`src/rtl/lofc_pkg.sv`:
```
// ----------------------------------------------------------------------------
// lofc_pkg
// Shared types, constants and the square-root table of the cell fusion block.
// ----------------------------------------------------------------------------
package lofc_pkg;

	localparam int unsigned MAP_CELLS_DEF = 16384;

	localparam logic [15:0] PROB_LOW  = 16'd13107;
	localparam logic [15:0] PROB_HIGH = 16'd52429;
	localparam logic [15:0] LN2_Q16   = 16'd45426;
	localparam logic [16:0] LOG2E_Q16 = 17'd94548;

	localparam logic [1:0] REG_OBS_GAIN  = 2'd0;
	localparam logic [1:0] REG_FLOOR     = 2'd1;
	localparam logic [1:0] REG_CEILING   = 2'd2;
	localparam logic [1:0] REG_THRESHOLD = 2'd3;

	typedef struct packed {
		logic        [15:0] obs_gain;
		logic signed [15:0] log_odds_floor;
		logic signed [15:0] log_odds_ceiling;
		logic        [15:0] traversable_threshold;
	} cfg_t;

	typedef logic [15:0][30:0] root_tab_t;

	function automatic logic [63:0] isqrt64(input logic [63:0] v);
		logic [63:0] rem;
		logic [63:0] res;
		logic [63:0] bit_w;
		rem   = v;
		res   = '0;
		bit_w = 64'd1 << 62;
		for (int i = 0; i < 32; i++) begin
			if (rem >= res + bit_w) begin
				rem = rem - (res + bit_w);
				res = (res >> 1) + bit_w;
			end else begin
				res = res >> 1;
			end
			bit_w = bit_w >> 2;
		end
		return res;
	endfunction

	function automatic root_tab_t build_roots();
		root_tab_t   tab;
		logic [63:0] c;
		c = 64'd1 << 29;
		for (int i = 0; i < 16; i++) begin
			c = isqrt64(c << 30);
			tab[i] = c[30:0];
		end
		return tab;
	endfunction

	localparam root_tab_t ROOT_TAB = build_roots();

endpackage

```
`src/rtl/lofc_log2_unit.sv`:
```
// ----------------------------------------------------------------------------
// lofc_log2_unit
// Log2 of p and of 1-p in Q.16 by repeated squaring on one shared squarer.
// ----------------------------------------------------------------------------
module lofc_log2_unit (
	input  logic        clk,
	input  logic        arst_n,
	input  logic        start,
	input  logic [15:0] p,
	output logic        done,
	output logic [19:0] lp,
	output logic [19:0] lq
);
	import lofc_pkg::*;

	typedef enum logic [1:0] {
		LG_IDLE = 2'b01,
		LG_RUN  = 2'b10
	} lg_state_t;

	lg_state_t   state_q;
	logic        phase_q;
	logic [3:0]  step_q;
	logic [3:0]  n_q;
	logic [30:0] m_q;
	logic [15:0] frac_q;
	logic [15:0] qx_q;
	logic [19:0] lp_q;
	logic [19:0] lq_q;
	logic        done_q;

	logic [61:0] sq;
	logic [31:0] ms;
	logic [30:0] m_nxt;
	logic [15:0] frac_nxt;
	logic [3:0]  qn;

	function automatic logic [3:0] msb16(input logic [15:0] x);
		logic [3:0] n;
		n = '0;
		for (int i = 0; i < 16; i++) begin
			if (x[i]) n = 4'(i);
		end
		return n;
	endfunction

	assign sq       = 62'(m_q) * 62'(m_q);
	assign ms       = sq[61:30];
	assign m_nxt    = ms[31] ? ms[31:1] : ms[30:0];
	assign frac_nxt = frac_q | (ms[31] ? (16'd1 << (4'd15 - step_q)) : 16'd0);
	assign qn       = msb16(qx_q);

	always_ff @(posedge clk or negedge arst_n) begin
		if (!arst_n) begin
			state_q <= LG_IDLE;
			done_q  <= 1'b0;
		end else begin
			done_q <= 1'b0;
			case (state_q)
				LG_IDLE: begin
					if (start) state_q <= LG_RUN;
				end
				LG_RUN: begin
					if (step_q == 4'd15 && phase_q) begin
						state_q <= LG_IDLE;
						done_q  <= 1'b1;
					end
				end
				default: state_q <= LG_IDLE;
			endcase
		end
	end

	always_ff @(posedge clk) begin
		if (state_q == LG_IDLE && start) begin
			phase_q <= 1'b0;
			step_q  <= '0;
			n_q     <= msb16(p);
			m_q     <= 31'(p) << (5'd30 - 5'(msb16(p)));
			frac_q  <= '0;
			qx_q    <= 16'(17'h10000 - 17'(p));
		end else if (state_q == LG_RUN) begin
			step_q <= step_q + 4'd1;
			if (step_q == 4'd15) begin
				if (!phase_q) begin
					lp_q    <= {n_q, frac_nxt};
					phase_q <= 1'b1;
					n_q     <= qn;
					m_q     <= 31'(qx_q) << (5'd30 - 5'(qn));
					frac_q  <= '0;
				end else begin
					lq_q <= {n_q, frac_nxt};
				end
			end else begin
				m_q    <= m_nxt;
				frac_q <= frac_nxt;
			end
		end
	end

	assign done = done_q;
	assign lp   = lp_q;
	assign lq   = lq_q;
endmodule

```
`config.mk`:
```
export PLATFORM = sky130hd
export DESIGN_NAME = lofc_log2_unit
export DESIGN_NICKNAME = d
export VERILOG_FILES = /design/src/rtl/lofc_pkg.sv /design/src/rtl/lofc_log2_unit.sv
export SDC_FILE = /design/constraint.sdc
export NUM_CORES = 2
export LEC_CHECK = 0
export ABC_CLOCK_PERIOD_IN_PS = 26100
export BUFFER_PORTS_ARGS = -buffer_cell sky130_fd_sc_hd__buf_2
export CAP_MARGIN = 20
export CELL_PAD_IN_SITES_DETAIL_PLACEMENT = 1
export CELL_PAD_IN_SITES_GLOBAL_PLACEMENT = 1
export CORE_MARGIN = 8
export CORE_UTILIZATION = 57
export CTS_BUF_LIST = sky130_fd_sc_hd__clkbuf_4 sky130_fd_sc_hd__clkbuf_8
export CTS_CLUSTER_SIZE = 28
export DETAILED_ROUTE_END_ITERATION = 8
export GPL_TIMING_DRIVEN = 0
export PLACE_DENSITY_LB_ADDON = 0.1
export SYNTH_ARGS = -nofsm -noshare
export SYNTH_HDL_FRONTEND = slang
export SYNTH_SLANG_ARGS = --single-unit
```
`constraint.sdc`:
```
create_clock -name clk -period 26.1 [get_ports clk]
set_clock_uncertainty 0.15 [all_clocks]
set_input_delay 1.305 -clock clk [delete_from_list [all_inputs] [get_ports clk]]
set_output_delay 1.305 -clock clk [all_outputs]
set_load 0.01 [all_outputs]
```
# ---- Word-level counts from Yosys, hierarchy flattened
# Cells that the tools add are included.
dict set report totals {
  ff_bits 115
  word_cells 89
}
dict set report op_classes {
  eq_ne 8
  n_shift 3
  bitwise_logic 3
  n_addsub 5
  muxes 48
  n_reduce_logical 11
  mul 1
}
# operator n
set op_table {}
lappend op_table {{31-bit two-way mux} 5}
lappend op_table {{4-bit two-way mux} 32}
lappend op_table {{31-bit by 31-bit multiplier with 62-bit output} 1}
lappend op_table {{16-bit by 5-bit << shifter with 31-bit output} 2}
lappend op_table {{16-bit two-way mux} 3}
lappend op_table {{16-bit bitwise OR} 1}
lappend op_table {{1-bit by 4-bit << shifter with 16-bit output (first input constant)} 1}
lappend op_table {{1-bit by 16-bit subtractor with 16-bit output (first input constant)} 1}
lappend op_table {{5-bit by 4-bit subtractor with 5-bit output (first input constant)} 2}
lappend op_table {{2-bit AND reduction} 4}
lappend op_table {{4-bit AND reduction} 2}
lappend op_table {{2-bit two-way mux} 3}
lappend op_table {{2-bit inequality test (second input constant)} 3}
lappend op_table {{4-bit by 1-bit adder with 4-bit output (second input constant)} 1}
lappend op_table {{4-bit equality test (second input constant)} 1}
lappend op_table {{1-bit two-way mux} 4}
lappend op_table {{2-bit case mux with 2 select lines} 1}
lappend op_table {{2-bit nonzero test} 2}
lappend op_table {{4-bit subtractor (first input constant)} 1}
lappend op_table {{3-bit by 2-bit inequality test with 1-bit output (second input constant)} 1}
lappend op_table {{3-bit AND reduction} 1}
lappend op_table {{2-bit by 1-bit equality test with 1-bit output (second input constant)} 1}
lappend op_table {{2-bit equality test (second input constant)} 1}
lappend op_table {{1-bit logical AND} 2}
lappend op_table {{other kinds (2)} 3}

# ---- Longest topological paths before layout
dict set report logic_depth {
  word_depth 21
  mapped_depth 32
}

# ---- Least setup slack after synthesis
# No wires, ideal clock.
dict set report synth_timing {
  kind {register to register}
  startpoint {register m_q[9]}
  endpoint {register lp_q[5] (netlist: lp[5]), data pin}
  t_arrival_ns 7.798
  setup_ns 0.257
  synth_period_minus_slack_ns 8.205
  path_slack_ns 17.895
  stages_incl_launch_ff 27
  required_time_ns 25.693
  cell_sequence {edfxtp_1 -> clkbuf_1 -> clkbuf_1 -> nand2_1 -> fa_1 -> inv_1 -> fa_1 -> inv_1 -> fa_1 -> fa_1 -> inv_1 -> fa_1 -> fa_1 -> fa_1 -> fa_1 -> ha_1 -> and4_4 -> nand3_2 -> or4b_4 -> o221ai_2 -> a211oi_2 -> o41a_1 -> or2_1 -> buf_6 -> and3_2 -> buf_2 -> a21o_1}
}
dict set report synth_between {
  elab_chain_len 3
}
# item line_no
set synth_lines {}
lappend synth_lines {{start: declaration} lofc_log2_unit.sv:25} ;# logic [30:0] m_q;
lappend synth_lines {{start signal: assignment} lofc_log2_unit.sv:79} ;# m_q <= 31'(p) << (5'd30 - 5'(msb16(p)));
lappend synth_lines {{start signal: assignment} lofc_log2_unit.sv:89} ;# m_q <= 31'(qx_q) << (5'd30 - 5'(qn));
lappend synth_lines {{start signal: assignment} lofc_log2_unit.sv:95} ;# m_q <= m_nxt;
lappend synth_lines {{31-bit by 31-bit multiplier with 62-bit output} lofc_log2_unit.sv:47} ;# assign sq = 62'(m_q) * 62'(m_q);
lappend synth_lines {{16-bit two-way mux} lofc_log2_unit.sv:50} ;# assign frac_nxt = frac_q | (ms[31] ? (16'd1 << (4'd15 - step_q)) : 16'd0);
lappend synth_lines {{16-bit bitwise OR} lofc_log2_unit.sv:50}
lappend synth_lines {{net frac_nxt[5]} lofc_log2_unit.sv:35} ;# logic [15:0] frac_nxt;
lappend synth_lines {{end signal: assignment} lofc_log2_unit.sv:86} ;# lp_q <= {n_q, frac_nxt};
lappend synth_lines {{end: declaration} lofc_log2_unit.sv:28} ;# logic [19:0] lp_q;
# The timed path passes the listed nets, and every way through them passes these cells.
# A chain may end at the register's enable or synchronous reset.

# ---- Worst setup path in the final report
dict set report layout_timing {
  startpoint {register m_q[26]}
  endpoint {register m_q[25], data pin}
}
dict set report layout_between {
  elab_chain_len 5
}
# item line_no
set layout_lines {}
lappend layout_lines {{31-bit by 31-bit multiplier with 62-bit output} lofc_log2_unit.sv:47}
lappend layout_lines {{31-bit two-way mux} lofc_log2_unit.sv:49} ;# assign m_nxt = ms[31] ? ms[31:1] : ms[30:0];
lappend layout_lines {{31-bit two-way mux} lofc_log2_unit.sv:84} ;# if (step_q == 4'd15) begin
lappend layout_lines {{31-bit two-way mux} lofc_log2_unit.sv:82} ;# end else if (state_q == LG_RUN) begin
lappend layout_lines {{31-bit two-way mux} lofc_log2_unit.sv:75} ;# if (state_q == LG_IDLE && start) begin
# Every way passes these cells. The select of a mux whose other input is x is not followed.

==> metrics.md <==
| Metric | Value |
|---|---|
| Hold Vio Cnt, Final | 0 |
| Largest family of logic cells by synthesized area | adder cells |
| Most used DFF post-synth | edfxtp_1 |
| Most Frequent Cell on Critical Path | fa_1 |
| Post-synthesis adder-cell area fraction | 53.8% |
| PostCTS Resize Cnt | 0 |
| Top-count cell post-synth | inv_1 |
| Total CTS buffers | 17 |
| Synth top area share | a little over two fifths |
| Unrepaired setup endpoints after global routing | no |
| Max-slew violation count | 0 |
| Largest cells by area after synthesis | fa_1 44%, inv_1 10%, ha_1 10% |
| Simple-gate share of the synthesized area | 12.0% |
| Net Count, Synth | roughly 4.7k |
| Synth Instances | around 3.6k |
| Max Cap Violations | 0 |
| Global-route wire length before repair | about 190,000 um |
| CP peak stage delay | 0.83 ns |
| Mux cell area share after synthesis | roughly 3.2% |
| Layout area overhead | 5.14% |
| Post-synthesis cell type count | 96 |
| Global-route usage over all layers | 36.5% |
| CP max stage cell | clkbuf_1 |
| # hold bufs at CTS | 0 |
| GRT Residual Overflow | 0 |
| Input/output buffers | 51 |
| Final Critical Period | 11.18 ns |
| Drt first-iter violations | 2,028 |
| Via Count | approximately 27k |
| Die Width | 261 um |
| Worst-Margin Slew | 1.28 ns |
| Post-synthesis compound-gate area fraction | 7.63% |
| Clock Path Buffers | 2 |
| Root buffer cell | clkbuf_8 |
| Number of fill cells | around 7k |
| Final wirelength | 121,000 um |
| DP HPWL | 103,000 um |
| Min-Delay Path Class | reg -> reg |
| XOR/XNOR Fraction of Synth Area | 1.76% |
| Die Ht | 261 um |
| Mapped Area | between 30,000 and 40,000 um2 |
| Synth cell count leaders | 932 x inv_1, 747 x fa_1, 345 x nand2_1 |
| Mapped Avg Cell Area | 9.41 um2 |
| Max_slew headroom | 15.0% |
| Outcome | completed |
| Antenna violations before repair | 4 |
| Crit end category | flop |
| Clk sink count | approximately 120 |
| Die Footprint | 68,200 um2 |
| # setup viols final | 0 |
| Largest net degree at the start of global routing | 27 |
| Vias per cell | 5.99 |
| Vias in the first global route | 31.3k |
| CTS H-tree lvls | 4 |
| Crit start category | flop |
| Tcrit/Tclk final | 42.9% |
| Num rows | 90 |
| WL per Instance | 26.8 um |
| Post-synth EDFFs | 91 |
| Setup Fix Bufs, Post-CTS | 0 |
| Synth warn | 0 |
| CTS tree | done |
| Initial Utilization | 57.2% |
| Drt pass-1 iters | 5 |
| Multi-input gate area | approximately 27,000 um2 |
| Layout cells sized above 1 | 4.67% |
| Critical path type | reg -> reg |
| RePlAce Congestion | 0.995 |
| Post-route antenna net violation count | 0 |
| Insertion delay to the later sink of the worst-skew pair | roughly 0.47 ns |
| FF/Latch Area | 3230 um2 |
| Arr. time, crit path | 11.22 ns |
| Top cell type by total area after synthesis | fa_1 |
| CORE AREA | 59,900 um2 |
| I/O pins | 60 |
| Worst EP required | 26.13 ns |
| Fmax | slightly below 0.09 GHz |
| Max FO, Critical Path | 10 |
| Fin nets | 4,756 |
| Fin Setup TNS | 0 ns |
| DRC viols | 0 |
| Reg clk slew, reported paths | 0.10 ns |
| Async SR Flop Fraction | 2.61% |
| Seq/Total Area, Yosys | 9.43% |
| Number of synthesized register bits | 115 |
-- per-stage QoR --
stage	util (%)	hold WS (ns)	cells	worst slack (ns)	cell area (um2)
floorplan	-	0.271	3638	17.90	34200
global placement	59.2	0.288	4471	15.24	35500
detailed placement	59.3	0.289	4474	14.82	35500
CTS	60.0	0.326	4506	14.81	36000
global route	60.1	0.352	4509	14.85	36000
finish	60.1	0.335	4515	14.92	36000
-- layer usage --
metal,routed length [um],vias to the layer above,global-route usage (%)
met5,0,-,0
met4,8050,0,20.5
met3,8860,433,6.17
met2,58500,1203,61.5
met1,45700,14100,44.6
li1,-,11300,-
-- layout by cell type, fill, tap and decap left out, types with 28 or more instances in the layout --
cell      count
clkbuf_1    129
nand2_1     345
xnor2_1      45
nor3_1       28
buf_2        71
and2_1      191
o21ai_0      72
ha_1        276
nand3_1      36
nor2_1      141
a21o_1       39
inv_1       932
mux2i_1      69
a21oi_1     102
edfxtp_1     91
fa_1        747
-- kinds of logic after synthesis --
| logic type | Yosys count |
|---|---|
| flops | 115 |
| simple gates | 855 |
| mux | 91 |
| compound gates | 387 |
| xor+xnor | 69 |
| buf+inv | 1098 |
| fa+ha+maj | 1023 |
-- sequential cells by signal, indices dropped and copies added (netlist names), 2 cells and up --
| signal | cells |
|---|---|
| frac_q | 16 |
| lp | 20 |
| lq | 20 |
| m_q | 31 |
| n_q | 4 |
| qx_q | 16 |
| state_q | 2 |
| step_q | 4 |
-- final cells by class --
class                           count  area share, %
Antenna cell                        6         0.0417
Buffer                            162           1.88
Clock buffer                       17          0.650
Clock inverter                     15          0.514
Inverter                          936           9.76
Multi-Input combinational cell   2425           74.5
Sequential cell                   115           8.97
Tap cell                          782           2.72
Timing Repair Buffer               57          0.966
-- worst max-delay path, delay by kind of cell (launching register included) --
family                     cells  cell delay [ns]
adders and majority gates      9             4.38
buffers and inverters          6             2.30
and+or+nand+nor                6             2.15
AOI/OAI and AO/OA              4             1.19
muxes                          1             0.36
DFF                            1             0.33
-- worst paths after layout --
| kind | start | to | slack [ns] | cells after the start |
|---|---|---|---|---|
| setup / recovery | m_q[26]$_DFFE_PP_ | m_q[25]$_DFFE_PP_ | 14.92 | 26 |
| hold reg to reg | n_q[2]$_DFFE_PP_ | lp[18]$_DFFE_PP_ | 0.34 | 0 |
| hold / removal | n_q[2]$_DFFE_PP_ | lp[18]$_DFFE_PP_ | 0.34 | 0 |
| min in group asynchronous | arst_n | done$_DFF_PN0_ | 0.47 | 1 |
| max in group asynchronous | arst_n | state_q[0]$_DFFE_PN1P_ | 25.14 | 1 |
| setup reg to reg | m_q[26]$_DFFE_PP_ | m_q[25]$_DFFE_PP_ | 14.92 | 26 |
Power is not shown: default switching activity piles up to over one toggle a cycle in this logic, so the estimate is an artifact.
