`src/rtl/lofc_pkg.sv`:
```
// ----------------------------------------------------------------------------
// lofc_pkg
// Shared types, constants and the square-root table of the cell fusion block.
// ----------------------------------------------------------------------------
package lofc_pkg;

	localparam int unsigned MAP_CELLS_DEF = 16384;

	localparam logic [15:0] PROB_LOW  = 16'd13107;
	localparam logic [15:0] PROB_HIGH = 16'd52429;
	localparam logic [15:0] LN2_Q16   = 16'd45426;
	localparam logic [16:0] LOG2E_Q16 = 17'd94548;

	localparam logic [1:0] REG_OBS_GAIN  = 2'd0;
	localparam logic [1:0] REG_FLOOR     = 2'd1;
	localparam logic [1:0] REG_CEILING   = 2'd2;
	localparam logic [1:0] REG_THRESHOLD = 2'd3;

	typedef struct packed {
		logic        [15:0] obs_gain;
		logic signed [15:0] log_odds_floor;
		logic signed [15:0] log_odds_ceiling;
		logic        [15:0] traversable_threshold;
	} cfg_t;

	typedef logic [15:0][30:0] root_tab_t;

	function automatic logic [63:0] isqrt64(input logic [63:0] v);
		logic [63:0] rem;
		logic [63:0] res;
		logic [63:0] bit_w;
		rem   = v;
		res   = '0;
		bit_w = 64'd1 << 62;
		for (int i = 0; i < 32; i++) begin
			if (rem >= res + bit_w) begin
				rem = rem - (res + bit_w);
				res = (res >> 1) + bit_w;
			end else begin
				res = res >> 1;
			end
			bit_w = bit_w >> 2;
		end
		return res;
	endfunction

	function automatic root_tab_t build_roots();
		root_tab_t   tab;
		logic [63:0] c;
		c = 64'd1 << 29;
		for (int i = 0; i < 16; i++) begin
			c = isqrt64(c << 30);
			tab[i] = c[30:0];
		end
		return tab;
	endfunction

	localparam root_tab_t ROOT_TAB = build_roots();

endpackage

```
`src/rtl/lofc_sigmoid_unit.sv`:
```
// ----------------------------------------------------------------------------
// lofc_sigmoid_unit
// Sigmoid of Q5.10 log-odds to Q0.16: exp2 by root products, then divide.
// ----------------------------------------------------------------------------
module lofc_sigmoid_unit (
	input  logic               clk,
	input  logic               arst_n,
	input  logic               start,
	input  logic signed [15:0] x,
	output logic               done,
	output logic        [15:0] prob
);
	import lofc_pkg::*;

	typedef enum logic [4:0] {
		SG_IDLE = 5'b00001,
		SG_T    = 5'b00010,
		SG_M    = 5'b00100,
		SG_D0   = 5'b01000,
		SG_DIV  = 5'b10000
	} sg_state_t;

	sg_state_t   state_q;
	logic [4:0]  cnt_q;
	logic        neg_q;
	logic [16:0] ax_q;
	logic [7:0]  k_q;
	logic [15:0] f_q;
	logic [30:0] m_q;
	logic [31:0] den_q;
	logic [32:0] r_q;
	logic [16:0] nlow_q;
	logic [16:0] quo_q;
	logic [15:0] prob_q;
	logic        done_q;

	logic signed [16:0] xe;
	logic [33:0] tprod;
	logic [23:0] t;
	logic [61:0] mprod;
	logic [30:0] ms;
	logic [31:0] den;
	logic [46:0] num;
	logic [46:0] nd;
	logic [32:0] r2;
	logic        ge;

	assign xe    = {x[15], x};
	assign tprod = 34'(ax_q) * 34'(LOG2E_Q16);
	assign t     = 24'((tprod + 34'd512) >> 10);
	assign mprod = 62'(m_q) * 62'(ROOT_TAB[cnt_q[3:0]]) + (62'd1 << 29);
	assign ms    = (k_q >= 8'd31) ? 31'd0 : (m_q >> k_q[4:0]);
	assign den   = (32'd1 << 30) + 32'(ms);
	assign num   = neg_q ? {ms, 16'd0} : (47'd1 << 46);
	assign nd    = num + 47'(den >> 1);
	assign r2    = {r_q[31:0], nlow_q[16]};
	assign ge    = r2 >= {1'b0, den_q};

	always_ff @(posedge clk or negedge arst_n) begin
		if (!arst_n) begin
			state_q <= SG_IDLE;
			done_q  <= 1'b0;
		end else begin
			done_q <= 1'b0;
			case (state_q)
				SG_IDLE: if (start) state_q <= SG_T;
				SG_T:    state_q <= SG_M;
				SG_M:    if (cnt_q == 5'd15) state_q <= SG_D0;
				SG_D0:   state_q <= SG_DIV;
				SG_DIV: begin
					if (cnt_q == 5'd16) begin
						state_q <= SG_IDLE;
						done_q  <= 1'b1;
					end
				end
				default: state_q <= SG_IDLE;
			endcase
		end
	end

	always_ff @(posedge clk) begin
		case (state_q)
			SG_IDLE: begin
				if (start) begin
					neg_q <= x[15];
					ax_q  <= x[15] ? 17'(-xe) : 17'(xe);
				end
			end
			SG_T: begin
				k_q   <= t[23:16];
				f_q   <= t[15:0];
				m_q   <= 31'd1 << 30;
				cnt_q <= '0;
			end
			SG_M: begin
				if (f_q[4'd15 - cnt_q[3:0]]) m_q <= mprod[60:30];
				cnt_q <= cnt_q + 5'd1;
			end
			SG_D0: begin
				den_q  <= den;
				r_q    <= 33'(nd[46:17]);
				nlow_q <= nd[16:0];
				quo_q  <= '0;
				cnt_q  <= '0;
			end
			SG_DIV: begin
				r_q    <= ge ? (r2 - {1'b0, den_q}) : r2;
				nlow_q <= {nlow_q[15:0], 1'b0};
				quo_q  <= {quo_q[15:0], ge};
				cnt_q  <= cnt_q + 5'd1;
				if (cnt_q == 5'd16) begin
					prob_q <= ({quo_q[15:0], ge} > 17'd65535) ? 16'hFFFF
						: quo_q[14:0] * 16'd2 + 16'(ge);
				end
			end
			default: ;
		endcase
	end

	assign done = done_q;
	assign prob = prob_q;
endmodule
```
`config.mk`:
```
export PLATFORM = sky130hd
export DESIGN_NAME = lofc_sigmoid_unit
export DESIGN_NICKNAME = d
export VERILOG_FILES = /design/src/rtl/lofc_pkg.sv /design/src/rtl/lofc_sigmoid_unit.sv
export SDC_FILE = /design/constraint.sdc
export NUM_CORES = 2
export LEC_CHECK = 0
export ABC_AREA = 1
export BUFFER_PORTS_ARGS = -buffer_cell sky130_fd_sc_hd__buf_2
export CAP_MARGIN = 20
export CORE_MARGIN = 2
export CORE_UTILIZATION = 40
export CTS_CLUSTER_DIAMETER = 60
export CTS_CLUSTER_SIZE = 12
export DETAILED_ROUTE_END_ITERATION = 10
export SLEW_MARGIN = 20
export SYNTH_ARGS = -nofsm -noshare
export SYNTH_HDL_FRONTEND = slang
export SYNTH_SLANG_ARGS = --single-unit
export TNS_END_PERCENT = 1
```
`constraint.sdc`:
```
create_clock -name clk -period 6.83 [get_ports clk]
set_clock_uncertainty 0.15 [all_clocks]
set_input_delay 0.683 -clock clk [delete_from_list [all_inputs] [get_ports clk]]
set_output_delay 0.683 -clock clk [all_outputs]
set_load 0.02 [all_outputs]
```
Word level (Yosys, flattened, before mapping)
Memory sizes are Yosys's and may differ from the RTL's. A register that Yosys moved wholly into a read port is not among the register bits.
Index checks and enable logic that the tools add are counted.
{ "totals": {"n_memories": 1, "latch_bits": 0, "romBits": 496, "input_bits": 19, "mem_bits_rw": 0, "out_inout_bits": 17, "elab_cells": 72, "reg_bits": 197} }
{ "op_classes": {"eq_ne": 11, "n_mul": 2, "magnitude_cmp": 5, "shifts": 1, "n_addsub": 9, "div": 0, "n_mux": 20, "bitwise_logic": 0, "reduce_logical": 9} }
{ "memory_table": {"columns": ["memory", "words", "width", "rd", "rd_ports_with_merged_regs", "write_ports", "line", "rtl"], "rows": [
  ["(name not given)", 16, 31, 1, 1, 0, "lofc_sigmoid_unit.sv:51", "assign mprod = 62'(m_q) * 62'(ROOT_TAB[cnt_q[3:0]]) + (62'd1 << 29);"]
]} }
{ "op_table": {"columns": ["op", "count"], "rows": [
  ["$mux 31", 3],
  ["$pmux 32 s2", 1],
  ["$pmux 31 s2", 1],
  ["$add 61x30->61 const B", 1],
  ["$mul 31x31->61", 1],
  ["$add 47x31->47", 1],
  ["$mux 47", 1],
  ["$add 34x10->34 const B", 1],
  ["$pmux 17 s2", 1],
  ["$ge 33x32->1", 1],
  ["$add 31x31->32 const A", 1],
  ["$mul 17x15->32 const B", 1],
  ["$mux 32", 1],
  ["$pmux 16 s2", 1],
  ["$sub 32x32->32", 1],
  ["$shr 31x5->31", 1],
  ["$pmux 5 s5", 1],
  ["$gt 17x16->1 const B", 1],
  ["$neg 16->17", 1],
  ["$add 16x1->16", 1],
  ["$mux 15", 1],
  ["$mux 5", 3],
  ["$eq 5x4->1 const B", 2],
  ["$eq 5x5->1 const B", 2],
  ["16 further kinds", 27]
]} }

Logic depth before layout (Yosys ltp)
{ "depth": {"ltp_word": 6, "depth_mapped": 33, "ltp_nobuf": 31} }

Worst setup path before layout
OpenSTA, ideal clock, no wires.
{ "synth_path": {"path_type": "register to register", "startpoint": "reg m_q[30]", "endpoint": "reg m_q[29], data pin", "path_buffers": 2, "path_stages_with_launch": 27, "setup_ns": 0.255, "t_arrival_ns": 6.657, "synth_period_minus_slack_ns": 7.061, "setup_slack_ns": -0.231, "required_time_ns": 6.425, "cell_sequence": "edfxtp_1 -> clkbuf_1 -> buf_1 -> nand2_1 -> fa_1 -> inv_1 -> fa_1 -> fa_1 -> inv_1 -> fa_1 -> inv_1 -> fa_1 -> fa_1 -> fa_1 -> inv_1 -> fa_1 -> inv_1 -> ha_1 -> a21oi_1 -> inv_1 -> a21oi_1 -> a21boi_0 -> o21ai_0 -> a211oi_1 -> nand3_1 -> nand2_1 -> nor2_1"} }
{ "synth_via": {"elab_chain_len": 4} }
{ "synth_rtl": {"columns": ["element", "line", "rtl"], "rows": [
  ["start, declared", "lofc_sigmoid_unit.sv:29", "logic [30:0] m_q;"],
  ["start signal, assigned", "lofc_sigmoid_unit.sv:92", "m_q <= 31'd1 << 30;"],
  ["start signal, assigned", "lofc_sigmoid_unit.sv:96", "if (f_q[4'd15 - cnt_q[3:0]]) m_q <= mprod[60:30];"],
  ["$mul 31x31->61", "lofc_sigmoid_unit.sv:51", null],
  ["$add 61x30->61", "lofc_sigmoid_unit.sv:51", null],
  ["$mux 31", "lofc_sigmoid_unit.sv:96", null],
  ["$pmux 31 s2", "lofc_sigmoid_unit.sv:82", "case (state_q)"]
]} }
No other way between the ends. The select of a mux whose other input is x is not followed.
A chain may end at the register's enable or synchronous reset.

Worst setup path in the final report
{ "layout_path": {"startpoint": "reg m_q[9]", "endpoint": "reg m_q[24], data pin"} }
The elaborated chain is that of the path after synthesis.

==> summary.md <==
| Metric | Value |
|---|---|
| HP Start | start |
| DPL Wire Length | between 100000 and 150000 microns |
| Syn nets | 8192 |
| Htree depth | 2 |
| Cts bufs inserted | 36 |
| Crit-path most repeated cell | fa_1 |
| Max-Cap Viols | 0 |
| R2r setup slk | -0.26 ns |
| Distinct cells, synth | 65 |
| Initial DRC count | 3256 |
| R2R depth | 27 |
| Mux contribution to synthesized area | less than 1% |
| Critical-path top delay cell | fa_1 |
| Hold-critical path depth | 2 |
| DP Cell Count | 8721 |
| Crit path required time | between 6 and 7 ns |
| IO buf count | 35 |
| I/O pin cnt | 36 |
| Total track usage | approximately 23% |
| Met3 WL | 8090 microns |
| Post-synthesis compound-gate area fraction | about 5.6% |
| WHS | 0.188 ns |
| First-pass GRT wire length | 244000 microns |
| Largest net degree at the start of global routing | 66 |
| Routed met2 length | between 70000 and 80000 microns |
| Mapped Avg Cell Area | 7.69 sq um |
| Synth Flop Type | edfxtp_1 |
| Drt first pass iters | 7 |
| Worst setup EP type | flop |
| Fin. max-slew vios | 0 |
| Max clock buf depth | 3 |
| Setup WS post-layout | -0.258 ns |
| RSZ-0062 raised after global routing | true |
| Fmax | 0.141 GHz |
| Die height | about 370 microns |
| Fin crit period | about 7.1 ns |
| DRT Wirelength | 150000 microns |
| Clk slew on worst S/H paths | approximately 0.05 ns |
| Final Util | 46.3% |
| Ys async rst share | 2.65% |
| Register area share after synthesis | 12.4% |
| Worst-margin pin slew | 0.937 ns |
| Crit path kind | reg2reg |
| Hold Crit Class | in2reg |
| Routed WL per cell | 17.0 microns |
| Final Cycle Share | 104% |
| Final setup fails | 31 |
| Die width | roughly 370 microns |
| Core area | 129000 sq um |
| Fin Setup TNS | -4.46 ns |
| Violated checks | setup timing |
| Ys Warns | 0 |
| Startpoint types | flop |
| Sink Count | 226 |
| Layout cell share with drive strength beyond 1 | 11.9% |
| Initial Utilization | 40.3% |
| Initial antenna violation count | 3 |
| Post-Synthesis Cells | between 6000 and 7000 |
| FP Rows | 132 |
| Synth Area in Adders | between 40% and 50% |
| CP max FO | 13 |
| Grt ovf | 0 |
| Largest family of logic cells by synthesized area | adder cells |
| Post-synth EDFFs | 191 |
| Final #Nets | 8451 |
| Routability cong. | 0.963 |
| Synth Cell Area | 52200 sq um |
| Number of global-route vias before repair | approximately 45000 |
| Root buffer cell | clkbuf_16 |
| XOR/XNOR share of the synthesized area | 1.27% |
| FF+latch count, synth | 226 |
| Hold Path End | state_q[0]$_DFFE_PN1P_ |
| Layout Cells excl Fill | 8822 |
| Die Area | 133000 sq um |
| Status | complete, but fails checks |
| Via count | 43035 |
| Top Metal Used | met5 |
| Simple-gate area share of the yosys netlist | a little under a fifth |
| DRC viols | 0 |
| Routed Antenna Nets | 0 |
| Worst r2r dst | m_q[24]$_SDFFCE_PN0P_ |
| Met1 WL | 65400 microns |
| Vias per cell | 4.88 |
| Delay-heaviest family, CP | adder cells |
| Crit-path max cell delay | 0.58 ns |
| Worst EP arrival | 7.24 ns |
| Final hold vios | 0 |
| Clock latency on the worst-skew pair | 0.57 ns |
| Crit path buffers/inverters | 9 |
| CTS tree | built |
| Worst r2r src | m_q[9]$_SDFFCE_PN0P_ |
| Area grow syn2layout | 14.8% |
| Worst relative slew slack | 37.5% |
[layer usage]
metal | up-vias | global-route usage, %
met1 | 21101 | 31.6
met4 | 2 | 6.67
li1 | 20557 | -
met5 | - | 0
met2 | 1175 | 39.3
met3 | 200 | 1.96
[cell usage after synthesis (3+ instances only)]
library cell	count	area, sq um
inv_1	1937	7270
nand2_1	1592	5980
fa_1	886	17700
ha_1	496	6210
nor2_1	355	1330
nand3_1	272	1360
a21oi_1	213	1070
edfxtp_1	191	5740
o21ai_0	185	926
clkbuf_1	182	683
nand4_1	41	257
xor2_1	41	359
dfxtp_1	29	581
buf_1	27	101
xnor2_1	27	236
buf_2	23	115
nor3_1	22	110
nor2_2	19	119
nand2_2	17	106
a31oi_1	16	100
o21bai_1	15	113
o22ai_1	15	93.8
nand3b_1	14	105
inv_2	13	48.8
nand3_2	12	120
o211ai_1	12	90.1
o21a_1	12	90.1
o21ai_1	11	55.1
a21o_1	10	75.1
a21boi_0	8	60.1
nor4_1	8	50.1
or2_2	8	50.1
nor2_4	7	78.8
and2_1	6	37.5
buf_4	6	45.0
a21oi_2	5	43.8
dfrtp_1	5	125
nand4_2	4	50.1
o221ai_1	4	35.0
a211oi_1	3	22.5
buf_6	3	33.8
nor3_2	3	30.0
o2111ai_1	3	26.3
o21ai_2	3	26.3
o31ai_1	3	22.5
[cell type report]
cell class,count,area [sq um]
sequential,226,6470
antenna,2,5.00
tap,1742,2180
clock inverter,18,218
fill,12853,69500
inverter,1953,7340
multi-input combinational,4370,38500
clock buffer,48,977
timing repair buffer,463,4280
[stage by stage]
step / worst slack, ns / area, sq um
CTS: -0.246 / 59500
detailed placement: -0.732 / 57300
global route: -0.446 / 60000
floorplan: -0.00246 / 52200
global placement: -0.721 / 57300
finish: -0.258 / 60000
[worst max-delay path by stage]
stage                                from               endpoint  slack (ns)  cells past startpoint
finish               m_q[9]$_SDFFCE_PN0P_  m_q[24]$_SDFFCE_PN0P_       -0.26                     27
global route        m_q[14]$_SDFFCE_PN0P_  m_q[22]$_SDFFCE_PN0P_       -0.45                     32
floorplan           m_q[18]$_SDFFCE_PN0P_  m_q[29]$_SDFFCE_PN0P_      -0.002                     24
CTS                  m_q[8]$_SDFFCE_PN0P_  m_q[13]$_SDFFCE_PN0P_       -0.25                     26
global placement    m_q[27]$_SDFFCE_PN0P_  m_q[13]$_SDFFCE_PN0P_       -0.72                     23
detailed placement  m_q[27]$_SDFFCE_PN0P_  m_q[13]$_SDFFCE_PN0P_       -0.73                     23
[timing repair]
action,CTS,global route
gates resized for setup,211,111
pin swaps,71,72
cloned,1,0
endpoints found under the hold margin,6,0
setup buffers,26,6
hold buffers,1,0
endpoints found under the setup margin,31,31
[layout by cell type (no fill, tap or decap), types with 35 or more instances in the layout]
cell type / instances
a21oi_1: 169
a21oi_2: 39
buf_12: 63
buf_2: 35
buf_4: 342
clkbuf_16: 37
edfxtp_1: 191
fa_1: 865
ha_1: 472
inv_1: 1915
nand2_1: 1562
nand2_2: 43
nand3_1: 269
nand4_1: 41
nor2_1: 307
nor2_2: 47
o21ai_0: 152
xor2_1: 41
[cell families after synthesis]
logic type	Yosys count
mux	2
simple gates	2385
buf+inv	2195
compound gates	528
fa+ha+maj	1382
flops	226
other cells	1
xor+xnor	72
Power is left out: the tool's default activity adds up to more than one toggle a clock period on the data nets, which glitch-free logic cannot reach.
