`src/rtl/lofc_pkg.sv`:
```
// ----------------------------------------------------------------------------
// lofc_pkg
// Shared types, constants and the square-root table of the cell fusion block.
// ----------------------------------------------------------------------------
package lofc_pkg;

	localparam int unsigned MAP_CELLS_DEF = 16384;

	localparam logic [15:0] PROB_LOW  = 16'd13107;
	localparam logic [15:0] PROB_HIGH = 16'd52429;
	localparam logic [15:0] LN2_Q16   = 16'd45426;
	localparam logic [16:0] LOG2E_Q16 = 17'd94548;

	localparam logic [1:0] REG_OBS_GAIN  = 2'd0;
	localparam logic [1:0] REG_FLOOR     = 2'd1;
	localparam logic [1:0] REG_CEILING   = 2'd2;
	localparam logic [1:0] REG_THRESHOLD = 2'd3;

	typedef struct packed {
		logic        [15:0] obs_gain;
		logic signed [15:0] log_odds_floor;
		logic signed [15:0] log_odds_ceiling;
		logic        [15:0] traversable_threshold;
	} cfg_t;

	typedef logic [15:0][30:0] root_tab_t;

	function automatic logic [63:0] isqrt64(input logic [63:0] v);
		logic [63:0] rem;
		logic [63:0] res;
		logic [63:0] bit_w;
		rem   = v;
		res   = '0;
		bit_w = 64'd1 << 62;
		for (int i = 0; i < 32; i++) begin
			if (rem >= res + bit_w) begin
				rem = rem - (res + bit_w);
				res = (res >> 1) + bit_w;
			end else begin
				res = res >> 1;
			end
			bit_w = bit_w >> 2;
		end
		return res;
	endfunction

	function automatic root_tab_t build_roots();
		root_tab_t   tab;
		logic [63:0] c;
		c = 64'd1 << 29;
		for (int i = 0; i < 16; i++) begin
			c = isqrt64(c << 30);
			tab[i] = c[30:0];
		end
		return tab;
	endfunction

	localparam root_tab_t ROOT_TAB = build_roots();

endpackage

```
`src/rtl/lofc_apb_regs.sv`:
```
// ----------------------------------------------------------------------------
// lofc_apb_regs
// APB register file holding observation gain, clamp bounds and threshold.
// ----------------------------------------------------------------------------
module lofc_apb_regs (
	input  logic          clk,
	input  logic          arst_n,
	input  logic          psel,
	input  logic          penable,
	input  logic          pwrite,
	input  logic [3:0]    paddr,
	input  logic [31:0]   pwdata,
	output logic [31:0]   prdata,
	output logic          pready,
	output lofc_pkg::cfg_t cfg
);
	import lofc_pkg::*;

	cfg_t       cfg_q;
	logic [1:0] idx;

	assign idx    = paddr[3:2];
	assign pready = 1'b1;
	assign cfg    = cfg_q;

	always_ff @(posedge clk or negedge arst_n) begin
		if (!arst_n) begin
			cfg_q.obs_gain              <= 16'd32768;
			cfg_q.log_odds_floor        <= -16'sd2250;
			cfg_q.log_odds_ceiling      <= 16'sd2250;
			cfg_q.traversable_threshold <= 16'd32768;
		end else if (psel && penable && pwrite && pready) begin
			case (idx)
				REG_OBS_GAIN:  cfg_q.obs_gain              <= pwdata[15:0];
				REG_FLOOR:     cfg_q.log_odds_floor        <= pwdata[15:0];
				REG_CEILING:   cfg_q.log_odds_ceiling      <= pwdata[15:0];
				REG_THRESHOLD: cfg_q.traversable_threshold <= pwdata[15:0];
				default: ;
			endcase
		end
	end

	always_comb begin
		case (idx)
			REG_OBS_GAIN:  prdata = {16'd0, cfg_q.obs_gain};
			REG_FLOOR:     prdata = {16'd0, cfg_q.log_odds_floor};
			REG_CEILING:   prdata = {16'd0, cfg_q.log_odds_ceiling};
			REG_THRESHOLD: prdata = {16'd0, cfg_q.traversable_threshold};
			default:       prdata = '0;
		endcase
	end
endmodule

```
`config.mk`:
```
export PLATFORM = sky130hd
export DESIGN_NAME = lofc_apb_regs
export DESIGN_NICKNAME = d
export VERILOG_FILES = /design/src/rtl/lofc_pkg.sv /design/src/rtl/lofc_apb_regs.sv
export SDC_FILE = /design/constraint.sdc
export NUM_CORES = 1
export LEC_CHECK = 0
export ABC_AREA = 1
export ABC_CLOCK_PERIOD_IN_PS = 800
export BUFFER_PORTS_ARGS = -buffer_cell sky130_fd_sc_hd__clkbuf_2
export CAP_MARGIN = 20
export CORE_ASPECT_RATIO = 1.25
export CORE_UTILIZATION = 43
export CTS_CLUSTER_SIZE = 30
export DETAILED_ROUTE_END_ITERATION = 12
export PLACE_DENSITY = 0.77
export SETUP_SLACK_MARGIN = 0.3
export SLEW_MARGIN = 0
export SYNTH_ARGS = -nofsm -noshare
export SYNTH_HDL_FRONTEND = slang
export SYNTH_SLANG_ARGS = --single-unit
```
`constraint.sdc`:
```
create_clock -name clk -period 0.8 [get_ports clk]
set_input_delay 0.08 -clock clk [delete_from_list [all_inputs] [get_ports clk]]
set_output_delay 0.08 -clock clk [all_outputs]
set_load 0.05 [all_outputs]
```
==> impl_summary.md, run 1 <==
Status
The run stopped with a tool error. The last flow stage reached is 5_1_grt. The first error in the log reads "[ERROR DPL-0033] detailed placement checks failed during check placement".

Logic synthesis
The distinct cell type count of the synthesized netlist is 18. The most used flip-flop cell after synthesis is sky130_fd_sc_hd__dfrtp_1. For this run, the register share of the synthesized area comes to 0.500. The total number of yosys warnings is 0.

The fraction of registers with async set or reset after synthesis is 1.00. Counting flops with a built-in enable in the synthesized netlist gives 0. The synthesized instance count is 396. The area of the mapped netlist is 0.00325 sq mm. The post-synthesis average cell area is 8.21 sq um.

The synthesized flop and latch total is 64.

Placement
The number of buffer cells added on primary ports is 102. Summing all placed instances gives a cell area of 0.00452 sq mm. Summed over all nets, the half-perimeter wirelength after detailed placement is 6940 microns. The post-place setup slack is -0.361 ns. The congestion estimate from routability-driven global placement came to 0.825.

Floorplan
The vertical extent of the die is 99.2 microns. The number of placement rows is 35. For this configuration, the core starts out at a cell density of 0.442. During I/O placement, the number of pins put on the boundary was 138.

The width of the chip is 79.8 microns.

Clocking
The number of clock buffers inserted by TritonCTS is 9. The root buffer selected by CTS is sky130_fd_sc_hd__clkbuf_8. The depth of the CTS H-tree is 3. The number of sinks driven by the clock tree is 64. The number of buffers on the longest clock path is 2.

Timing
The kind of the worst endpoint is a top-level output. The global-route repair_timing pass left the worst setup endpoint at prdata[11].

Global routing
The pin count of the biggest net entering global routing is 33. The initial antenna violation count is 2.
-- logic make-up after synthesis --
logic type             share of synthesized area
and+or+nand+nor                            0.400
buffers and inverters                     0.0974
other                                    0.00231
DFF                                        0.500
-- metrics by stage --
step | std cells | hold WS, ns
2_1_floorplan | 411 | -0.216
3_5_place_dp | 654 | -0.0683
4_1_cts | 683 | -0.442
3_3_place_gp | 654 | -0.0692
-- cells in the mapped netlist, types with 2 or more instances --
library cell                n  area [sq um]
sky130_fd_sc_hd__inv_2      2          7.51
sky130_fd_sc_hd__nor2_4     5          56.3
sky130_fd_sc_hd__inv_1      2          7.51
sky130_fd_sc_hd__nand2_2    3          18.8
sky130_fd_sc_hd__nand3_1   48           240
sky130_fd_sc_hd__buf_2      8          40.0
sky130_fd_sc_hd__dfrtp_1   46          1150
sky130_fd_sc_hd__conb_1     2          7.51
sky130_fd_sc_hd__nand4_1   16           100
sky130_fd_sc_hd__buf_6     10           113
sky130_fd_sc_hd__buf_4     17           128
sky130_fd_sc_hd__nand2_4    6          67.6
sky130_fd_sc_hd__dfstp_2   18           473
sky130_fd_sc_hd__nand2_1  208           781
sky130_fd_sc_hd__inv_6      2          17.5
-- what timing repair did --
item,4_1_cts
endpoints found under the hold margin,108
buffers inserted,13
gates cloned,0
resized for setup,355
pin swaps,43
setup endpoints to repair,144
==> inputs of run 2 (changes only) <==
==> config.mk (replaced) <==
export PLATFORM = sky130hd
export DESIGN_NAME = lofc_apb_regs
export DESIGN_NICKNAME = d
export VERILOG_FILES = /design/src/rtl/lofc_pkg.sv /design/src/rtl/lofc_apb_regs.sv
export SDC_FILE = /design/constraint.sdc
export NUM_CORES = 1
export LEC_CHECK = 0
export ABC_AREA = 1
export ABC_CLOCK_PERIOD_IN_PS = 1050
export BUFFER_PORTS_ARGS = -buffer_cell sky130_fd_sc_hd__clkbuf_2
export CAP_MARGIN = 20
export CORE_UTILIZATION = 30
export DETAILED_ROUTE_END_ITERATION = 12
export PLACE_DENSITY_LB_ADDON = 0.15
export SLEW_MARGIN = 0
export SYNTH_ARGS = -nofsm -noshare
export SYNTH_HDL_FRONTEND = slang
export SYNTH_SLANG_ARGS = --single-unit
==> constraint.sdc (replaced) <==
create_clock -name clk -period 1.05 [get_ports clk]
set_input_delay 0.105 -clock clk [delete_from_list [all_inputs] [get_ports clk]]
set_output_delay 0.105 -clock clk [all_outputs]
set_load 0.05 [all_outputs]
==> run 2 against run 1 <==
Net effect: the flow now finishes, with violations (setup timing); area after synthesis stayed put; synthesized cell count stayed put.
==> impl_summary.md, run 2 <==
Power
The leakage power of the design is 2.77 nW. The internal power of the cells totals 7.00 mW. The share of total power dissipated in the clock network is 0.175. The sequential fraction of design power is 0.310. For this design the total switching power over the nets is 5.08 mW. Of the total power, the share spent switching nets is 0.420. VDD sags by at most 0.938 mV. The overall power is 12.1 mW. The share of total power in combinational logic is 0.514. The total power divided by cell area is 2110 mW/mm^2.

Clocking
At the later pin of the worst-skew pair, clock insertion delay measures 0.33 ns. The number of buffers on the longest clock path is 2. After clock tree synthesis, the clock-pin slew on the worst setup and hold paths is 0.07 ns. The root buffer cell chosen for the clock tree is sky130_fd_sc_hd__clkbuf_8. The number of clock buffers inserted by TritonCTS is 9. The H-tree generated during clock tree synthesis spans 3 levels. The CTS tree is built. The clock net in this run drives a total of 64 sinks.

Setup path
The critical path in this run is classified as register to output port. The worst reg-to-reg setup slack is 0.05 ns. At the worst endpoint, the arrival time is 1.25 ns. The worst register-to-register path has a depth of 5.

In this run the worst path has a maximum fanout of 3. The startpoint identified for the worst register-to-register timing path is cfg[37]. The category of the worst setup path capture point is an output port. The reg-to-reg endpoint is cfg[37]. The data required time at the worst endpoint is 0.94 ns. The last element of the critical path is prdata[11]. In this run the worst setup path begins at cfg[27]. STA classifies the critical path startpoint as a register.

Global routing
The first global-routing pass estimated 17000 microns of wire. The via count of the first global-routing pass came to 2972. The total congestion overflow is 0. The aggregate global-route resource usage is 0.202. The initial antenna violation count was 0. Entering global routing, the biggest net connects 65 pins.

Logic synthesis
For this run, the register share of the synthesized area comes to 0.500. The simple logic cell fraction of the synthesized area is 0.400. Of the post-synthesis cell area, the part taken by muxes is 0.

The area of the mapped netlist is 0.00325 sq mm. For this run, asynchronously set or reset flops after synthesis account for 1.00. The most instantiated library cell after synthesis is sky130_fd_sc_hd__nand2_1. The synthesized instance count is 396. Counting flops and latches in the post-synthesis netlist gives 64. In the post-synthesis netlist, the biggest area contributors are sky130_fd_sc_hd__dfrtp_1 35%, sky130_fd_sc_hd__nand2_1 24%, sky130_fd_sc_hd__dfstp_2 15%. By area, the combinational part of the netlist is dominated by simple AND/OR/NAND/NOR gates. The commonest register cell after synthesis is sky130_fd_sc_hd__dfrtp_1.

The number of enable flip-flop cells after synthesis is 0. sky130_fd_sc_hd__dfrtp_1 takes more of the synthesized area than any other cell. Synthesis instantiated 18 different standard cells from the library.

Of the total synthesized cell area, the portion taken by XOR and XNOR cells is 0. The total number of yosys warnings is 0. The post-synthesis compound-gate area fraction is 0. The area share of fa/ha/maj cells after synthesis is 0. After synthesis, the mean cell area works out to 8.21 sq um. After synthesis, the most frequently instantiated cells are 208 x sky130_fd_sc_hd__nand2_1, 48 x sky130_fd_sc_hd__nand3_1, 46 x sky130_fd_sc_hd__dfrtp_1. Of the post-synthesis cell area, the dominant cell type holds 0.354.

Timing
Timing would allow up to 736 MHz. The total count of max-transition violations in the final report is 0. The number of endpoints with negative hold slack in the final report is 0. Setup repair after global routing could not meet its margin everywhere. The number of setup violations in the final report is 39. The part of the cycle the worst path needs is 1.29. The worst path in the final design needs a cycle of 1.36 ns, including I/O delays and setup. In the post-route analysis, the smallest setup slack over all paths is -0.309 ns. The setup clock skew after layout is 0 ns.

Route
For this run, design rule violations remaining after detail routing come to 0. The number of iterations in the first detailed-routing pass is 5. After detailed routing, the average wire length per cell comes to 15.9 microns.

Detailed routing inserted a total of 3218 vias. The detailed-route wire length is 11000 microns. The first routing iteration left 194 violations. Dividing the detail-routed via count by the number of cells gives 4.65. The number of nets with antenna violations after routing is 0.

Layout
The most common cell after layout, fill and taps aside is sky130_fd_sc_hd__nand2_1. The final antenna diode count is 0. Leaving out filler cells and counting taps, the final layout contains 692.

In the layout the commonest cells are 208 x sky130_fd_sc_hd__nand2_1, 57 x sky130_fd_sc_hd__buf_8, 44 x sky130_fd_sc_hd__dfrtp_2. The final design utilization is 0.549. The number of nets at the end of the flow is 592. The area growth from synthesis to layout is 76.0%. The register with the most flip-flops in the layout has 64 of them. The total of fill cells in the finished design is 940.

The fraction of layout cells with a size suffix above 1 is 0.478. The final non-filler cell area is 0.00572 sq mm.

Placement
In this run, placement finished with an instance count of 643. Buffers placed on the I/O ports in this run total 102. The post-detailed-placement cell area is 0.00425 sq mm. Routability-driven placement finished with a final weighted congestion of 0.790. After legalization and detailed placement, the total HPWL measured 6810 microns.

Status
The run finished, with violations left. The final reports fail on setup timing.

Floorplan
The initial utilization of the core area, before any placement, comes to 0.312. The floorplan step defined a die boundary enclosing 0.0113 sq mm. During I/O placement, the number of pins put on the boundary was 138. The floorplan step set the die height to 106 microns. The die is 106 microns wide. The core area is 0.0104 sq mm. The number of placement rows is 37.

Min path
The tightest min-delay check is of the primary input to register type. The startpoint of the most critical hold path is pwdata[0].

Run
The total of max-cap violations is 0.
## run 2: routing by layer
layer / GRT usage / wire length [microns] / up-vias
met1: 0.279 / 4660 / 1564
met4: 0.0565 / 46 / 0
li1: - / - / 1532
met3: 0.0349 / 727 / 2
met2: 0.325 / 5580 / 120
met5: 0 / 0 / -
## run 2: kinds of logic (layout without fill, tap and decap cells)
kind of cell           after synthesis  in the layout
buffers and inverters               42            187
flip-flops                          64             64
other                                2             17
AND/OR/NAND/NOR                    288            288
## run 2: critical path: stages (launching register included)
cell and delay, ns:
sky130_fd_sc_hd__dfstp_2 0.57, sky130_fd_sc_hd__nand3_2 0.06, sky130_fd_sc_hd__nand4_1 0.13, sky130_fd_sc_hd__buf_12 0.16
## run 2: worst min-delay path by stage
stage | cells after the start | endpoint
floorplan | 0 | cfg[0]
global placement | 2 | cfg[0]
detailed placement | 2 | cfg[0]
CTS | 3 | cfg[16]
global route | 3 | cfg[32]
finish | 3 | cfg[16]
## run 2: what timing repair did
action,4_1_cts,5_1_grt
hold buffers,16,0
gates resized for setup,178,69
pin swaps,4,0
endpoints found under the setup margin,80,80
buffers inserted,5,14
hold endpoints to repair,65,0
gates cloned,0,0
## run 2: final cells by class
type | count | area, sq um | share of cell area
Timing Repair Buffer | 165 | 2170 | 0.380
Sequential cell | 64 | 1680 | 0.294
Multi-Input combinational cell | 305 | 1470 | 0.256
Tap cell | 136 | 170 | 0.0298
Clock buffer | 11 | 141 | 0.0247
Clock inverter | 5 | 56.3 | 0.00985
Inverter | 6 | 32.5 | 0.00569
## run 2: power groups by stage
stage          combinational, mW  clock, mW  sequential [mW]
2_1_floorplan               1.34          0             5.38
3_3_place_gp                4.36          0             3.62
3_5_place_dp                4.38          0             3.62
4_1_cts                     5.78       2.18             3.66
5_1_grt                     6.46       2.32             3.81
6_report                    6.21       2.12             3.75
## run 2: metrics by stage
step / hold WS, ns / worst slack [ns] / TNS, ns
final: 0.0216 / -0.309 / -8.02
after CTS: 0.0126 / -0.339 / -9.10
after global routing: 0.0234 / -0.382 / -10.55
after floorplan: -0.191 / -0.251 / -3.38
after global placement: 0.152 / -0.146 / -7.12
after detailed placement: 0.154 / -0.164 / -8.37
Note: power is estimated with default switching activity, not from simulation.
==> inputs of run 3 (changes only) <==
--- a/config.mk
+++ b/config.mk
@@ -9,7 +9,8 @@
 export ABC_CLOCK_PERIOD_IN_PS = 1050
 export BUFFER_PORTS_ARGS = -buffer_cell sky130_fd_sc_hd__clkbuf_2
 export CAP_MARGIN = 20
-export CORE_UTILIZATION = 30
+export CORE_MARGIN = 4
+export CORE_UTILIZATION = 48
 export DETAILED_ROUTE_END_ITERATION = 12
 export PLACE_DENSITY_LB_ADDON = 0.15
 export SLEW_MARGIN = 0
==> constraint.sdc (replaced) <==
create_clock -name clk -period 1.05 [get_ports clk]
set_input_delay 0.0525 -clock clk [delete_from_list [all_inputs] [get_ports clk]]
set_output_delay 0.0525 -clock clk [all_outputs]
set_load 0.05 [all_outputs]
==> run 3 against run 2 <==
Net effect: the flow still finishes with violations (setup timing); combinational power shrank 14%; routed wire length shrank 4.0%; clock power grew 14%; critical path type unchanged; largest cell class is now sequential cells.
==> impl_summary.md, run 3 (synthesized netlist as in run 2, its figures left out) <==
Global routing
The pin count of the biggest net entering global routing is 65. The via count of the first global-routing pass is 3241. The initial antenna violation count is 0. The first global-routing pass estimated 16900 microns of wire. Global routing finished with a remaining overflow of 0. In the global route stage, overall resource usage came out at 0.259.

Timing
The number of setup violations in the final report is 34. The total count of max-transition violations in the final report came to 0. Setup repair after global routing could not meet its margin everywhere. The post-layout minimum cycle time is 1.35 ns. The part of the cycle the worst path needs is 1.29. The worst hold margin is 0.248 ns. The setup clock skew after layout is 0 ns. In the post-route analysis, the smallest setup slack over all paths is -0.300 ns. The sum of negative setup slack is -6.20 ns.

Based on the critical path, the design can be clocked at up to 741 MHz. The number of endpoints with negative hold slack in the final report was 0.

Setup path
STA classifies the critical path endpoint as an output port. Among all stages on the critical path, the largest delay is contributed by sky130_fd_sc_hd__dfstp_2. The worst reg-to-reg setup slack is 0.20 ns.

The worst setup path is launched from a register. The largest stage delay on the critical path is 0.56 ns. STA puts the critical path data required time at 1.00 ns. Data arrives at the worst endpoint at 1.30 ns. Walking the worst path, the cells encountered are nand3_1, nand4_1, buf_8.

Of all nets on the critical path, the largest fanout is 2. Measured in cells, the most critical reg-to-reg path has a length of 3. The reg-to-reg endpoint is cfg[19]. The worst setup path is of the register to output port kind. The startpoint of the lowest-slack register-to-register path is cfg[19].

Status
The run finished, with violations left. The checks that failed: setup timing.

Min path
The tightest min-delay check is of the primary input to async pin type.

Layout
The register with the most flip-flops in the layout has 64 of them. The number of nets at the end of the flow is 587. The area growth from synthesis to layout is 58.1%. The layout has 404 filler cells. The top cell types in the final layout, fill and taps aside, are 208 x sky130_fd_sc_hd__nand2_1, 44 x sky130_fd_sc_hd__dfrtp_2, 44 x sky130_fd_sc_hd__buf_4. In the final layout, the share of cells above drive strength 1 is 0.466. The most common cell after layout, fill and taps aside is sky130_fd_sc_hd__nand2_1. 0 antenna diodes ended up in the layout.

Floorplan
The core area is 0.00646 sq mm. The vertical extent of the die is 90.3 microns. Measured along the x axis, the die boundary spans 90.3 microns. The overall die area is 0.00815 sq mm. 138 I/O pins were placed. The number of placement rows is 29.

For this configuration, the core starts out at a cell density of 0.503.

Power
The share of total power dissipated in combinational logic is 0.468. The switching power is 4.90 mW. Across the VDD grid, the largest voltage drop is 1.50 mV. The total power divided by cell area is 2220 mW/mm^2. The part of the total power dissipated in the clock network is 0.211.

The internal power is 6.52 mW. The sequential fraction of design power is 0.321. The overall power is 11.4 mW. The analysis attributes to cell leakage a power of 2.60 nW.

The switching power as a share of total power is 0.429.

Clocking
The tree is rooted in a sky130_fd_sc_hd__clkbuf_8. CTS saw 64 sinks. The H-tree was split into 3 levels. After clock tree synthesis, the clock-pin slew on the worst setup and hold paths is 0.07 ns.

The clock reaches the later pin of the worst-skew pair after 0.34 ns. TritonCTS built the clock tree. The number of buffers on the longest clock path is 2. Clock tree synthesis inserted a total of 9 buffers.

Route
The total number of vias is 3285. The final routed DRC violation total is 0. The starting DRC count in detailed routing is 213. The detailed-route wire length is 10600 microns. In this run the remaining antenna-violating nets after routing total 0. The first detailed-routing pass ran for 5 iterations.

The via density per instance is 5.23. The wire length per cell is 16.8 microns.

Placement
The number of buffer cells added on primary ports is 102. The last weighted congestion value of the routability-driven placer is 0.804. Timing analysis after detailed placement gives a worst setup slack of -0.0623 ns. Summed over all nets, the half-perimeter wirelength after detailed placement is 6440 microns.

Run
Max-cap violations in this run came to 0.
==> run 3: cell count changes in the layout (fill, tap and decap cells not counted), sizes merged <==
cell / change
clkinv: -2
clkbuf: +19
buf: -23
bufinv: +1
clkinvlp: -1
dlygate4sd3: +1
==> run 3: what timing repair did <==
| item | CTS | global route |
|---|---|---|
| resized for setup | 116 | 62 |
| cloned | 0 | 0 |
| endpoints found under the setup margin | 77 | 57 |
| endpoints found under the hold margin | 110 | 0 |
| buffers inserted | 2 | 12 |
| pin swaps | 3 | 1 |
| hold buffers | 17 | 0 |
==> run 3: worst max path at each step <==
stage,from,to,slack (ns)
floorplan,cfg[17],prdata[1],-0.20
global placement,paddr[2],prdata[13],-0.07
detailed placement,paddr[2],prdata[11],-0.06
CTS,cfg[42],prdata[10],-0.26
global route,cfg[15],prdata[15],-0.33
finish,cfg[15],prdata[15],-0.30
==> run 3: per-layer routing <==
layer  track usage  wire, microns  vias to the layer above
met5             0              0                        -
met1         0.336           4360                     1596
met4        0.0740            215                        0
met3        0.0483            679                       23
li1              -              -                     1522
met2         0.444           5310                      144
==> run 3: power by group through the flow <==
| stage | clock network, mW | logic, mW | registers [mW] |
|---|---|---|---|
| finish | 2.41 | 5.34 | 3.66 |
| global route | 2.52 | 5.60 | 3.73 |
| CTS | 2.41 | 4.94 | 3.63 |
| detailed placement | 0 | 4.14 | 3.63 |
| global placement | 0 | 4.09 | 3.62 |
| floorplan | 0 | 1.34 | 5.38 |
==> run 3: cell type report <==
cell class / instances / area [sq um] / share of cell area
clock buffer: 13 / 159 / 0.0309
clock inverter: 3 / 65.1 / 0.0127
inverter: 6 / 32.5 / 0.00633
multi-input combinational: 305 / 1460 / 0.283
sequential: 64 / 1680 / 0.327
tap: 77 / 96.3 / 0.0188
timing repair buffer: 160 / 1650 / 0.321
==> run 3: through the flow <==
step	utilization	std cells	cell area, sq um
6_report	0.795	628	5140
5_1_grt	0.795	628	5140
2_1_floorplan	-	411	3440
3_5_place_dp	0.630	581	4070
3_3_place_gp	0.630	581	4070
4_1_cts	0.768	616	4960
==> run 3: critical path: cells and delay by family (launching register included) <==
| kind | cells | cell delay [ns] |
|---|---|---|
| simple gates | 2 | 0.23 |
| flops | 1 | 0.56 |
| buf+inv | 1 | 0.16 |
